--- src/rtl/hsl_pkg.sv ---
// Shared types and constants of the HSL to RGB converter.
// No dependencies; the other files that use it refer to it by scoped names.

package hsl_pkg;

   // Width and largest value of one colour channel of a result.
   localparam int unsigned   COLOR_W  = 8;
   localparam logic [7:0]    CHAN_MAX = 8'hFF;

   // Register stages from the request port to the result register.
   localparam int unsigned   NUM_STAGES = 5;

   // Channel positions in the per-channel arrays.
   localparam int unsigned   CH_RED   = 0;
   localparam int unsigned   CH_GREEN = 1;
   localparam int unsigned   CH_BLUE  = 2;
   localparam int unsigned   NUM_CH   = 3;

   // Load enables of the stages held inside each channel unit.
   typedef struct packed {
      logic mul;
      logic sum;
      logic sat;
   } hsl_adv_type;

endpackage

--- src/rtl/hsl_chan.sv ---
// Back end of one colour channel: product, offset, then scale by 255 and clamp.
// Depends on hsl_pkg for the stage enables and the channel width.

module hsl_chan #(
   parameter int FRAC_BITS = 16
) (
   input  logic                                clock,
   input  hsl_pkg::hsl_adv_type                adv,
   input  logic signed [2*FRAC_BITS+2:0]       spread,
   input  logic signed [FRAC_BITS+1:0]         gain,
   input  logic [FRAC_BITS:0]                  light,
   output logic [hsl_pkg::COLOR_W-1:0]         color
);
   localparam int PW = 3 * FRAC_BITS + 3;
   localparam int XW = 3 * FRAC_BITS + 4;
   localparam int SW = 3 * FRAC_BITS + 8;

   logic signed [PW-1:0]           prod_in;
   logic signed [PW-1:0]           prod_ff;
   logic signed [XW-1:0]           x_in;
   logic signed [XW-1:0]           x_ff;
   logic [SW-1:0]                  scaled;
   logic [hsl_pkg::COLOR_W-1:0]    color_in;
   logic [hsl_pkg::COLOR_W-1:0]    color_ff;

   // Both operands are signed, so they are sign-extended to the product width.
   assign prod_in = PW'(spread) * PW'(gain);

   // Channel value times 2^(3F): lightness plus spread times gain.
   assign x_in = $signed({3'b000, light, {(2 * FRAC_BITS){1'b0}}}) + XW'(prod_ff);

   // 255x as 256x - x on the in-range fraction; the integer part is the result.
   assign scaled = {x_ff[3*FRAC_BITS-1:0], 8'h00} - {8'h00, x_ff[3*FRAC_BITS-1:0]};

   always_comb begin
      if (x_ff[XW-1]) begin
         color_in = '0;
      end else if (|x_ff[XW-2:3*FRAC_BITS]) begin
         color_in = hsl_pkg::CHAN_MAX;
      end else begin
         color_in = scaled[SW-1:3*FRAC_BITS];
      end
   end

   always_ff @(posedge clock) begin
      if (adv.mul) begin
         prod_ff <= prod_in;
      end
      if (adv.sum) begin
         x_ff <= x_in;
      end
      if (adv.sat) begin
         color_ff <= color_in;
      end
   end

   assign color = color_ff;

endmodule

--- config.mk ---
export PLATFORM = sky130hd
export DESIGN_NAME = hsl_chan
export DESIGN_NICKNAME = d
export VERILOG_FILES = /design/src/rtl/hsl_pkg.sv /design/src/rtl/hsl_chan.sv
export SDC_FILE = /design/constraint.sdc
export NUM_CORES = 2
export LEC_CHECK = 0
export BUFFER_PORTS_ARGS = -buffer_cell sky130_fd_sc_hd__buf_2
export CORE_UTILIZATION = 35
export CTS_CLUSTER_DIAMETER = 80
export CTS_CLUSTER_SIZE = 14
export DETAILED_ROUTE_END_ITERATION = 8
export PLACE_DENSITY = 0.53
export SLEW_MARGIN = 20
export SYNTH_ARGS = -nofsm -noshare
export SYNTH_HDL_FRONTEND = slang
export SYNTH_SLANG_ARGS = --single-unit
--- constraint.sdc ---
create_clock -name clock -period 10.8 [get_ports clock]
set_clock_uncertainty 0.15 [all_clocks]
set_input_delay 2.16 -clock clock [delete_from_list [all_inputs] [get_ports clock]]
set_output_delay 2.16 -clock clock [all_outputs]
set_load 0.01 [all_outputs]
==> flow_metrics.tcl <==
set metrics [dict create \
    run_status "complete, no violations" \
    mappedNetlistNets 3772 \
    post-route-min-period_ns 8.84 \
    critical_path_required_ns 10.88 \
    ys_seq_area_share_pct 12.3 \
    tritoncts_num_sinks 111 \
    floorplan.rows 101 \
    critPathLaunch "gain[4]" \
    slew_of_the_pin_with_the_lowest_slew_margin_ns 0.876 \
    route.detailed.drc 0 \
    later_pin_clock_latency_in_the_skew_report_ns 0.37 \
    critPathBufInv 4 \
    ant_nets 0 \
    antenna_found_initial 2 \
    path_common_cell "fa_1" \
    nFillCells 7771 \
    clk_transition_reported_paths_ns 0.07 \
    post-cts-setup-buffer-count 0 \
    io_pins 82 \
    timing.final.crit_share_pct 81.8 \
    worstPathMaxFanout 35 \
    worst-setup-path-type "in -> reg" \
    launch_instance_of_the_worst_min_delay_path "prod_ff[24]$_DFFE_PP_" \
    die-area_um2 78800 \
    cts_max_path_buffers 2 \
    hpwl_um 56600 \
    yosys_most_used_dff "edfxtp_1" \
    route.final.wire_length_um 69700 \
    via_count 18900 \
    hp-class "reg -> reg" \
    numCtsBuffers 9 \
    floorplan.initialDensity_pct 35.6 \
    synth_area_um2 27200 \
    count_of_mapped_cells_out_of_synthesis 2929 \
    cts_hold_repair.buffers 0 \
    drv.max_cap_violation_count 0 \
    finalWeightedCongestion 0.866 \
    placement.io_buffers 81 \
    htreeDepth 3 \
    clockRootBuffer "clkbuf_16" \
    cp_capture_type "flip-flop" \
    cts_tree "done" \
    synth_enable_flop_cells 111 \
    holdWs_ns 0.263 \
    cpMaxStageDelayCell "buf_2" \
    fp.coreArea_um2 76500 \
    critical_path_data_arrival_time_ns 8.92 \
    track_usage_pct 18.6 \
    critical_path.top_delay_family "adder cells" \
    chip_height_um 281 \
    setup_viol 0 \
    ordered_cell_list_for_the_critical_path "buf_2, nand2_1, fa_1, fa_1, fa_1, inv_1, fa_1, fa_1, inv_1, fa_1, inv_1, ha_1, nand4_1, or2_0, a211oi_2, o2111ai_1, a2111oi_2, o2111ai_1, nand2_1, mux2_2, nand3_1" \
    wl_per_cell_um 17.7 \
    synth_async_sr_flop_share_pct 0 \
    cts_resized 0 \
    fin_setup_tns_ns 0 \
    yosys_register_bits 111 \
    synthToLayoutAreaGrowth_pct 5.90 \
    drt-vias-per-instance 4.80 \
    worst_r2r_startpoint "x_ff[19]$_DFFE_PP_" \
    drt-initial-drc-count 971 \
    critical_path.startpoint_type "input port" \
    achievable-frequency_mhz 113 \
    floorplan.die.width_um 281 \
    globalRouteOverflowTotal 0 \
    vias_in_the_first_global_route 20200 \
    finalHoldViolations 0 \
    avgSynthCellArea_um2 9.29 \
    ys_warn_count 0 \
    final_max_slew_viol_count 0 \
    drt_first_pass_iters 5 \
    pin_count_of_the_biggest_net_entering_global_routing 53 \
    diodes 0 \
    grt_setup_unrepaired "false" \
    slew_headroom_pct 40.8 \
    crit_path_max_incr_delay_ns 0.65 \
    share_of_layout_cells_above_drive_strength_1_pct 4.12 \
    synth_cell_types 66 \
    wire_length_of_the_first_global_routing_pass_um 113000 \
    nets 3749 \
]
[per-stage QoR]
stage          cell area [um^2]  instances  util, %  setup slack [ns]
6_report                  28800       3941     37.7              1.96
5_1_grt                   28800       3941     37.7              1.64
4_1_cts                   28800       3941     37.7              1.98
3_5_place_dp              28500       3925     37.2              1.59
3_3_place_gp              28500       3925     37.2              1.62
2_1_floorplan             27200       2929        -              2.29
[synth_stat cells (4+ instances only)]
master	number	area, um^2
xnor2_1	54	473
xor2_1	17	149
o211ai_1	8	60.1
a21o_1	65	488
inv_1	714	2680
nand4_1	12	75.1
nor3_1	25	125
a31o_2	4	35.0
nor4_1	6	37.5
a31oi_1	11	68.8
nand3_1	18	90.1
o31ai_1	6	45.0
nand2_1	400	1500
a211o_1	5	43.8
and4_1	5	43.8
fa_1	588	11800
edfxtp_1	111	3330
ha_1	181	2260
clkbuf_1	117	439
a211oi_1	8	60.1
nand2b_1	15	93.8
and3_1	11	68.8
or3_1	9	56.3
nor2b_1	18	113
o21ai_0	42	210
a21boi_0	6	45.0
nor2_1	76	285
a21oi_1	83	415
and2_1	236	1480
o21a_1	19	143
o2111ai_1	6	52.6
[path summary, 6_finish.rpt]
path,endpoint,slack [ns],cells after the start
hold reg to reg,x_ff[24]$_DFFE_PP_,0.26,0
setup / recovery,prod_ff[47]$_DFFE_PP_,1.96,21
hold / removal,x_ff[24]$_DFFE_PP_,0.26,0
setup reg to reg,color[0]$_SDFFCE_PP0P_,7.17,9
[cells by family (layout without fill, tap and decap cells)]
kind of cell | Yosys count | count (layout) | share of synthesized area (%)
buffers and inverters | 840 | 822 | 11.7
and+or+nand+nor | 837 | 837 | 14.8
adders and majority gates | 769 | 769 | 51.6
AOI/OAI and AO/OA | 299 | 299 | 7.35
DFF | 111 | 111 | 12.3
xor gates and xnor gates | 71 | 71 | 2.29
muxes | 2 | 2 | 0.0782
[layout by cell type (no fill, tap or decap), types with 8 or more instances in the layout]
| cell type | Yosys | layout |
|---|---|---|
| ha_1 | 181 | 181 |
| and3_1 | 11 | 11 |
| o21ai_0 | 42 | 42 |
| and2_1 | 236 | 236 |
| a31oi_1 | 11 | 11 |
| o211ai_1 | 8 | 8 |
| nand2_1 | 400 | 400 |
| buf_2 | 1 | 80 |
| inv_1 | 714 | 714 |
| clkbuf_16 | 0 | 9 |
| xnor2_1 | 54 | 54 |
| a211oi_1 | 8 | 8 |
| edfxtp_1 | 111 | 111 |
| a21o_1 | 65 | 65 |
| nor2_1 | 76 | 76 |
| buf_4 | 1 | 10 |
| o21a_1 | 19 | 19 |
| xor2_1 | 17 | 17 |
| nand3_1 | 18 | 18 |
| nor2b_1 | 18 | 18 |
| nand2b_1 | 15 | 15 |
| nor3_1 | 25 | 25 |
| or3_1 | 9 | 9 |
| nand4_1 | 12 | 12 |
| fa_1 | 588 | 588 |
| a21oi_1 | 83 | 83 |
[area by class of cell]
cell class              count  area, um^2  share of cell area (%)
multi-input cells        1978       20700                    71.8
repair buffers             90         475                    1.65
well taps                1030        1290                    4.47
clock buffers               9         225                   0.782
flip-flops and latches    111        3330                    11.6
clock inverters             7         100                   0.347
inverters                 716        2690                    9.33
[routing by layer]
metal,share of wire (%),vias up,track usage [%]
met4,1.5,2,3.70
met5,0.020,-,0
met2,47,426,30.8
met3,5.6,63,2.72
met1,46,9657,25.8
li1,-,8760,-
[state kept, by name, indices dropped and copies added, names as in the netlist]
name and cells:
x_ff 52, color 8, prod_ff 51
[worst reg2reg max path, stage by stage (launching register included)]
cell and delay (ns):
edfxtp_1 0.42, ha_1 0.37, and4_1 0.25, and3_1 0.21
nand4_1 0.18, a2111oi_0 0.54, nor3_1 0.19, o41ai_1 0.75
and3_1 0.26, a311oi_1 0.06
Power is left out: the tool's default activity adds up to more than one toggle a clock period on the data nets, which glitch-free logic cannot reach.
