File: src/rtl/hsl_ramp.sv
// Piecewise hue ramp of one channel, returned as the gain 2w-1 in fixed point.
// Combinational; no package dependencies.

module hsl_ramp #(
   parameter int FRAC_BITS = 16,
   parameter int HUE_SHIFT = 0
) (
   input  logic [FRAC_BITS:0]          hue,
   output logic signed [FRAC_BITS+1:0] gain
);
   localparam int TW = FRAC_BITS + 4;
   localparam int GW = FRAC_BITS + 2;

   // The ramp argument is kept in units of a third of one LSB, so the
   // segment bounds at 1/6, 1/2 and 2/3 are exact integers.
   localparam logic signed [TW-1:0] ONE   = TW'(2 ** FRAC_BITS);
   localparam logic signed [TW-1:0] FULL  = TW'(3 * (2 ** FRAC_BITS));
   localparam logic signed [TW-1:0] HALF  = TW'(2 ** (FRAC_BITS - 1));
   localparam logic signed [TW-1:0] MID   = TW'(3 * (2 ** (FRAC_BITS - 1)));
   localparam logic signed [TW-1:0] TWO   = TW'(2 ** (FRAC_BITS + 1));
   localparam logic signed [TW-1:0] SHIFT = TW'(HUE_SHIFT * (2 ** FRAC_BITS));

   logic signed [TW-1:0] t_raw;
   logic signed [TW-1:0] t_lo;
   logic signed [TW-1:0] t_wr;

   assign t_raw = $signed({3'b000, hue}) + $signed({2'b00, hue, 1'b0}) + SHIFT;
   assign t_lo  = (t_raw < 0) ? t_raw + FULL : t_raw;
   assign t_wr  = (t_lo > FULL) ? t_lo - FULL : t_lo;

   always_comb begin
      if (t_wr < HALF) begin
         gain = GW'((t_wr <<< 2) - ONE);
      end else if (t_wr < MID) begin
         gain = GW'(ONE);
      end else if (t_wr < TWO) begin
         gain = GW'(((TWO - t_wr) <<< 2) - ONE);
      end else begin
         gain = GW'(-ONE);
      end
   end

endmodule

File: config.mk
export PLATFORM = sky130hd
export DESIGN_NAME = hsl_ramp
export DESIGN_NICKNAME = d
export VERILOG_FILES = /design/src/rtl/hsl_ramp.sv
export SDC_FILE = /design/constraint.sdc
export NUM_CORES = 1
export LEC_CHECK = 0
export BUFFER_PORTS_ARGS = -buffer_cell sky130_fd_sc_hd__buf_2
export CAP_MARGIN = 20
export CORE_ASPECT_RATIO = 0.9
export CORE_MARGIN = 1
export CORE_UTILIZATION = 45
export DETAILED_ROUTE_END_ITERATION = 7
export MAX_ROUTING_LAYER = met4
export PLACE_DENSITY = 0.74
export SLEW_MARGIN = 20
export SYNTH_ARGS = -nofsm -noshare
export SYNTH_HDL_FRONTEND = slang
export SYNTH_SLANG_ARGS = --single-unit
File: constraint.sdc
create_clock -name vclk -period 8.86
set_input_delay 2.658 -clock vclk [all_inputs]
set_output_delay 2.658 -clock vclk [all_outputs]
set_load 0.02 [all_outputs]
==> impl_metrics.ini, run 1 <==
[global_route]
grt_pass1_vias = 2463
gr-usage-all-layers_pct = 40.7
antenna_found_initial = 0
grt_pass1_wl_mm = 11.7
grt_max_degree = 28
grt-ovfl-total = 0

[logic_synthesis]
ys_seq_area_share_pct = 0
synth.avg_cell_area_um2 = 7.29
synth_area_mm2 = 0.00159
synth_cell_types = 59
yosysWarnings = 0
netlist_instances = 218

[critical_path]
endpoint_kind = output port
worst-path-max-fanout = 10
critical_path_required_ps = 6200
cp.arrival_ps = 7010
startpoint_type = input pin
crit_type = input pin to output port

[routing]
met2_length_mm = 4.51
ant_nets = 0
vias = 2797
postRouteWirelength_mm = 10.1
drt-met1-wl_mm = 3.49
routedWlPerCell_um = 26.6
dr.max_layer_used = met4
viasPerCell = 7.38
dr.pass1.iters = 5
wl_met3_mm = 1.08
drt_iter0_drc = 469
drc = 0

[finish]
drive_gt1_share_pct = 60.3
area_delta_synth_final_pct = 101
seq_cells = 0
final_nets = 378
antennaDiodeCount = 0
seq_area_um2 = 0
clkbuf_count = 0
final_cells = 379
fill_cells = 95
multi_input_area_mm2 = 0.00202

[outcome]
status = complete, but fails checks
failed_checks = negative setup slack

[sta]
slew_violations = 0
fin_crit_ps = 9670
fmax_mhz = 103
final_hold_viol_count = 0
max_slew.worst_pin.slew_ps = 943
finalWorstSetupSlack_ps = -813
rsz0062_at_grt = true
period_share_pct = 109
tns_ps = -11200
setup_violations = 16
max_slew_margin_pct = 36.5

[die]
dieArea_mm2 = 0.00378
die_w_um = 64.7
die_h_um = 58.4
initial_core_util_pct = 47.1
core_mm2 = 0.00338
fp-row-count = 20
boundaryPins = 35

[flow_run]
max-cap-violations = 0

[worst_hold_path]
hold_class = input pin to output port
holdPathStages = 5
min_from = hue[0]
holdPathEnd = gain[2]

[placed_design]
gp_congestion = 0.894
hpwl_mm = 4.19
port_buffers = 33
pre_cts_ws_ps = -397
dp_cells = 354

[pwr]
p_leak_uw = 0.00135
power_density_mw_per_mm2 = 185
ir_drop_v = 0.0000864
power_uw = 593
## per-stage QoR
step           instance area [µm²]  hold slack, ps  util (%)
4_1_cts                       2900            5840      85.8
3_5_place_dp                  2590            5880      76.8
3_3_place_gp                  2590            5860      76.8
5_1_grt                       3200            5860      94.7
2_1_floorplan                 1930            5520         -
6_report                      3200            5840      94.7
## cell usage in the layout (no fill, tap or decap), types with 3 or more instances in the layout
cell and count:
buf_4 88, ha_1 16, buf_6 15, buf_2 15
nand2_1 11, inv_1 10, or4_4 10, nor2_1 9
a21oi_1 8, xnor2_1 8, a21oi_4 8, a21o_1 6
o31ai_4 6, o21a_1 5, nor3_1 5, a21oi_2 4
nand3_1 4, ha_4 4, and3_1 3, o211ai_1 3
nand2b_1 3, or2_2 3, nor4_4 3, nor2b_1 3
o21ai_1 3, nor4_1 3, o31a_1 3, o31ai_2 3
ha_2 3, buf_12 3
## critical path: stages
cell,delay (ps)
buf_2,110
ha_1,350
a211oi_1,460
o21bai_1,240
o21ai_2,250
a31oi_4,130
xor2_2,200
inv_1,130
ha_2,230
ha_2,180
nand2_1,80
and4b_2,370
a211oi_2,110
a221o_2,480
buf_12,180
or4_4,540
a21oi_4,160
buf_6,140
## power breakdown
group	switching, µW	internal, µW
Sequential	0	0
Combinational	305	288
Clock	0	0
Total	305	288
## timing repair
action	4_1_cts	5_1_grt
hold buffers	0	0
buffers inserted	17	6
hold endpoints to repair	0	0
endpoints found under the setup margin	16	16
cloned	2	3
resized for setup	36	40
pin swaps	2	18
## routing by layer
metal,vias up,global-route usage (%)
li1,1099,-
met1,1267,43.8
met2,299,76.8
met3,132,4.26
met4,0,15.2
met5,-,-
## area by class of cell
cell class	instances	share of cell area, %
Tap cell	44	1.72
Multi-Input combinational cell	199	63.2
Timing Repair Buffer	126	33.9
Inverter	10	1.17
## cell usage after synthesis (all sizes together) (2+ instances only)
library cell,instances,area [µm²]
ha,23,288
a21oi,20,100
nand2,12,45.0
nor2,11,41.3
inv,10,37.5
o31ai,10,75.1
or4,10,75.1
nor3,9,45.0
xnor2,8,70.1
a21o,7,52.6
nor4,7,50.1
o21ai,7,35.0
buf,6,47.5
o21a,5,37.5
and2,4,27.5
clkbuf,4,15.0
nand3,4,20.0
xor2,4,35.0
a211oi,3,22.5
a31oi,3,18.8
and3,3,18.8
nand2b,3,18.8
nor2b,3,18.8
o211ai,3,22.5
o31a,3,26.3
or2,3,18.8
or3,3,23.8
a2111oi,2,36.3
a211o,2,17.5
a221oi,2,35.0
nand4,2,12.5
o21bai,2,18.8
o221ai,2,17.5
o311a,2,20.0
## worst max-delay path by stage
stage	startpoint	endpoint	slack, ps	cells past startpoint
6_report	hue[8]	gain[15]	-810	18
5_1_grt	hue[9]	gain[15]	-850	18
4_1_cts	hue[1]	gain[15]	-320	18
3_5_place_dp	hue[1]	gain[15]	-400	18
3_3_place_gp	hue[1]	gain[13]	-280	18
2_1_floorplan	hue[1]	gain[12]	-50	16
## kinds of logic (layout without fill, tap and decap cells)
kind of cell / after synthesis / count (layout) / share of synthesized area, %
XOR/XNOR: 12 / 12 / 6.61
buffers and inverters: 20 / 136 / 6.29
other: 1 / 2 / 0.236
AO/OA/AOI/OAI: 79 / 79 / 36.8
AND/OR/NAND/NOR: 80 / 80 / 29.3
multiplexers: 2 / 2 / 1.34
adder cells (fa/ha/maj): 24 / 24 / 19.4
No activity file was read; power rests on OpenSTA's default activity.
==> run 2, diff against run 1 <==
- MAX_ROUTING_LAYER: met4 -> unset
==> run 2 against run 1 <==
Net effect:
- via count grew 2.5%
- combinational power grew 1%
- first-iteration DRC count grew 7.2%
- cell area grew 0.23%
- core utilization grew 0.22 points
- largest cell class unchanged
- the flow still finishes with violations (negative setup slack)
- sequential share of layout area is the same
- critical path depth is the same
- die area is the same
==> impl_metrics.ini, run 2 (synthesis gave the netlist of run 1 again) <==
[pwr]
ir_drop_v = 0.0000877
p_leak_uw = 0.00135
power_uw = 600
power_density_mw_per_mm2 = 187

[die]
boundaryPins = 35
core_mm2 = 0.00338
die_w_um = 64.7
fp-row-count = 20
dieArea_mm2 = 0.00378
die_h_um = 58.4
initial_core_util_pct = 47.1

[global_route]
grt_max_degree = 28
gr-usage-all-layers_pct = 39.4
grt_pass1_wl_mm = 11.7
grt-ovfl-total = 0
antenna_found_initial = 0
grt_pass1_vias = 2460

[finish]
drive_gt1_share_pct = 60.3
final_nets = 378
antennaDiodeCount = 0
mostFrequentLayoutCell = buf_4
seq_cells = 0
fin_area_mm2 = 0.00321
area_delta_synth_final_pct = 102
clkbuf_count = 0
fill_cells = 92
final_cells = 379
seq_area_um2 = 0
final_cell_mix = buf_4 (88), ha_1 (16), buf_6 (15), buf_2 (15), nand2_1 (11)

[routing]
drt_iter0_drc = 503
viasPerCell = 7.57
drc = 0
ant_nets = 0
postRouteWirelength_mm = 10.5
routedWlPerCell_um = 27.8
dr.pass1.iters = 8
vias = 2868

[cts]
cts_hold_buf = 0

[placed_design]
pre_cts_ws_ps = -397
dp_cells = 354
place_area_mm2 = 0.00259
hpwl_mm = 4.19
port_buffers = 33
gp_congestion = 0.880

[sta]
period_share_pct = 108
finalWorstSetupSlack_ps = -732
final_hold_viol_count = 0
rsz0062_at_grt = true
max_slew.worst_pin.slew_ps = 766
tns_ps = -10010
slew_violations = 0
fmax_mhz = 104
max_slew_margin_pct = 48.6
setup_violations = 16
fin_crit_ps = 9590

[critical_path]
startpoint_type = input pin
endpoint_kind = output port
crit_type = input pin to output port
worst-path-max-fanout = 10
cp.arrival_ps = 6930
critical_path_required_ps = 6200

[outcome]
failed_checks = negative setup slack
status = complete, but fails checks

[flow_run]
max-cap-violations = 0

[worst_hold_path]
hold_class = input pin to output port
-- run 2: cell counts in the layout (fill, tap and decap cells not counted) --
No cell type changed its count.
-- run 2: cell type report --
| type | instances | area, µm² | share of cell area (%) |
|---|---|---|---|
| inverters | 10 | 37.5 | 1.17 |
| multi-input cells | 199 | 2030 | 63.3 |
| well taps | 44 | 55.1 | 1.72 |
| repair buffers | 126 | 1080 | 33.8 |
-- run 2: worst max-delay path, cell delays in order --
cell	delay (ps)
buf_8	110
ha_4	160
fa_2	420
a21o_4	250
a221oi_4	330
o21bai_4	110
o311a_1	340
xor2_2	200
inv_1	120
ha_2	220
nand2_1	60
and4b_2	370
a21oi_2	100
a221o_2	470
buf_12	170
or4_4	490
a21oi_2	210
buf_6	140
-- run 2: report_power, final --
group / total (µW) / switching (µW) / internal [µW]
combinational: 600 / 311 / 289
clock: 0 / 0 / 0
sequential: 0 / 0 / 0
total: 600 / 311 / 289
-- run 2: repair_timing --
item                       4_1_cts  5_1_grt
setup endpoints to repair       16       16
gates cloned                     2        3
pin swaps                        2       17
resized for setup               36       41
setup buffers                   17        6
-- run 2: path summary, 6_finish.rpt --
kind,start,to,slack [ps],cells after the start
max,hue[1],gain[4],-730,18
min,hue[0],gain[2],5860,5
-- run 2: metal layers --
| metal | vias up | routed length (µm) | part of all wire (%) | GRT usage (%) |
|---|---|---|---|---|
| li1 | 1093 | - | - | - |
| met1 | 1263 | 3430 | 32 | 43.9 |
| met2 | 357 | 4490 | 43 | 76.7 |
| met3 | 155 | 1350 | 13 | 4.07 |
| met4 | 0 | 1290 | 12 | 15.6 |
| met5 | - | 0 | 0 | 0 |
-- run 2: metrics by stage --
| step | hold WS [ps] | utilization [%] |
|---|---|---|
| floorplan | 5520 | - |
| global placement | 5860 | 76.8 |
| detailed placement | 5880 | 76.8 |
| CTS | 5840 | 85.8 |
| global route | 5860 | 94.9 |
| finish | 5860 | 94.9 |
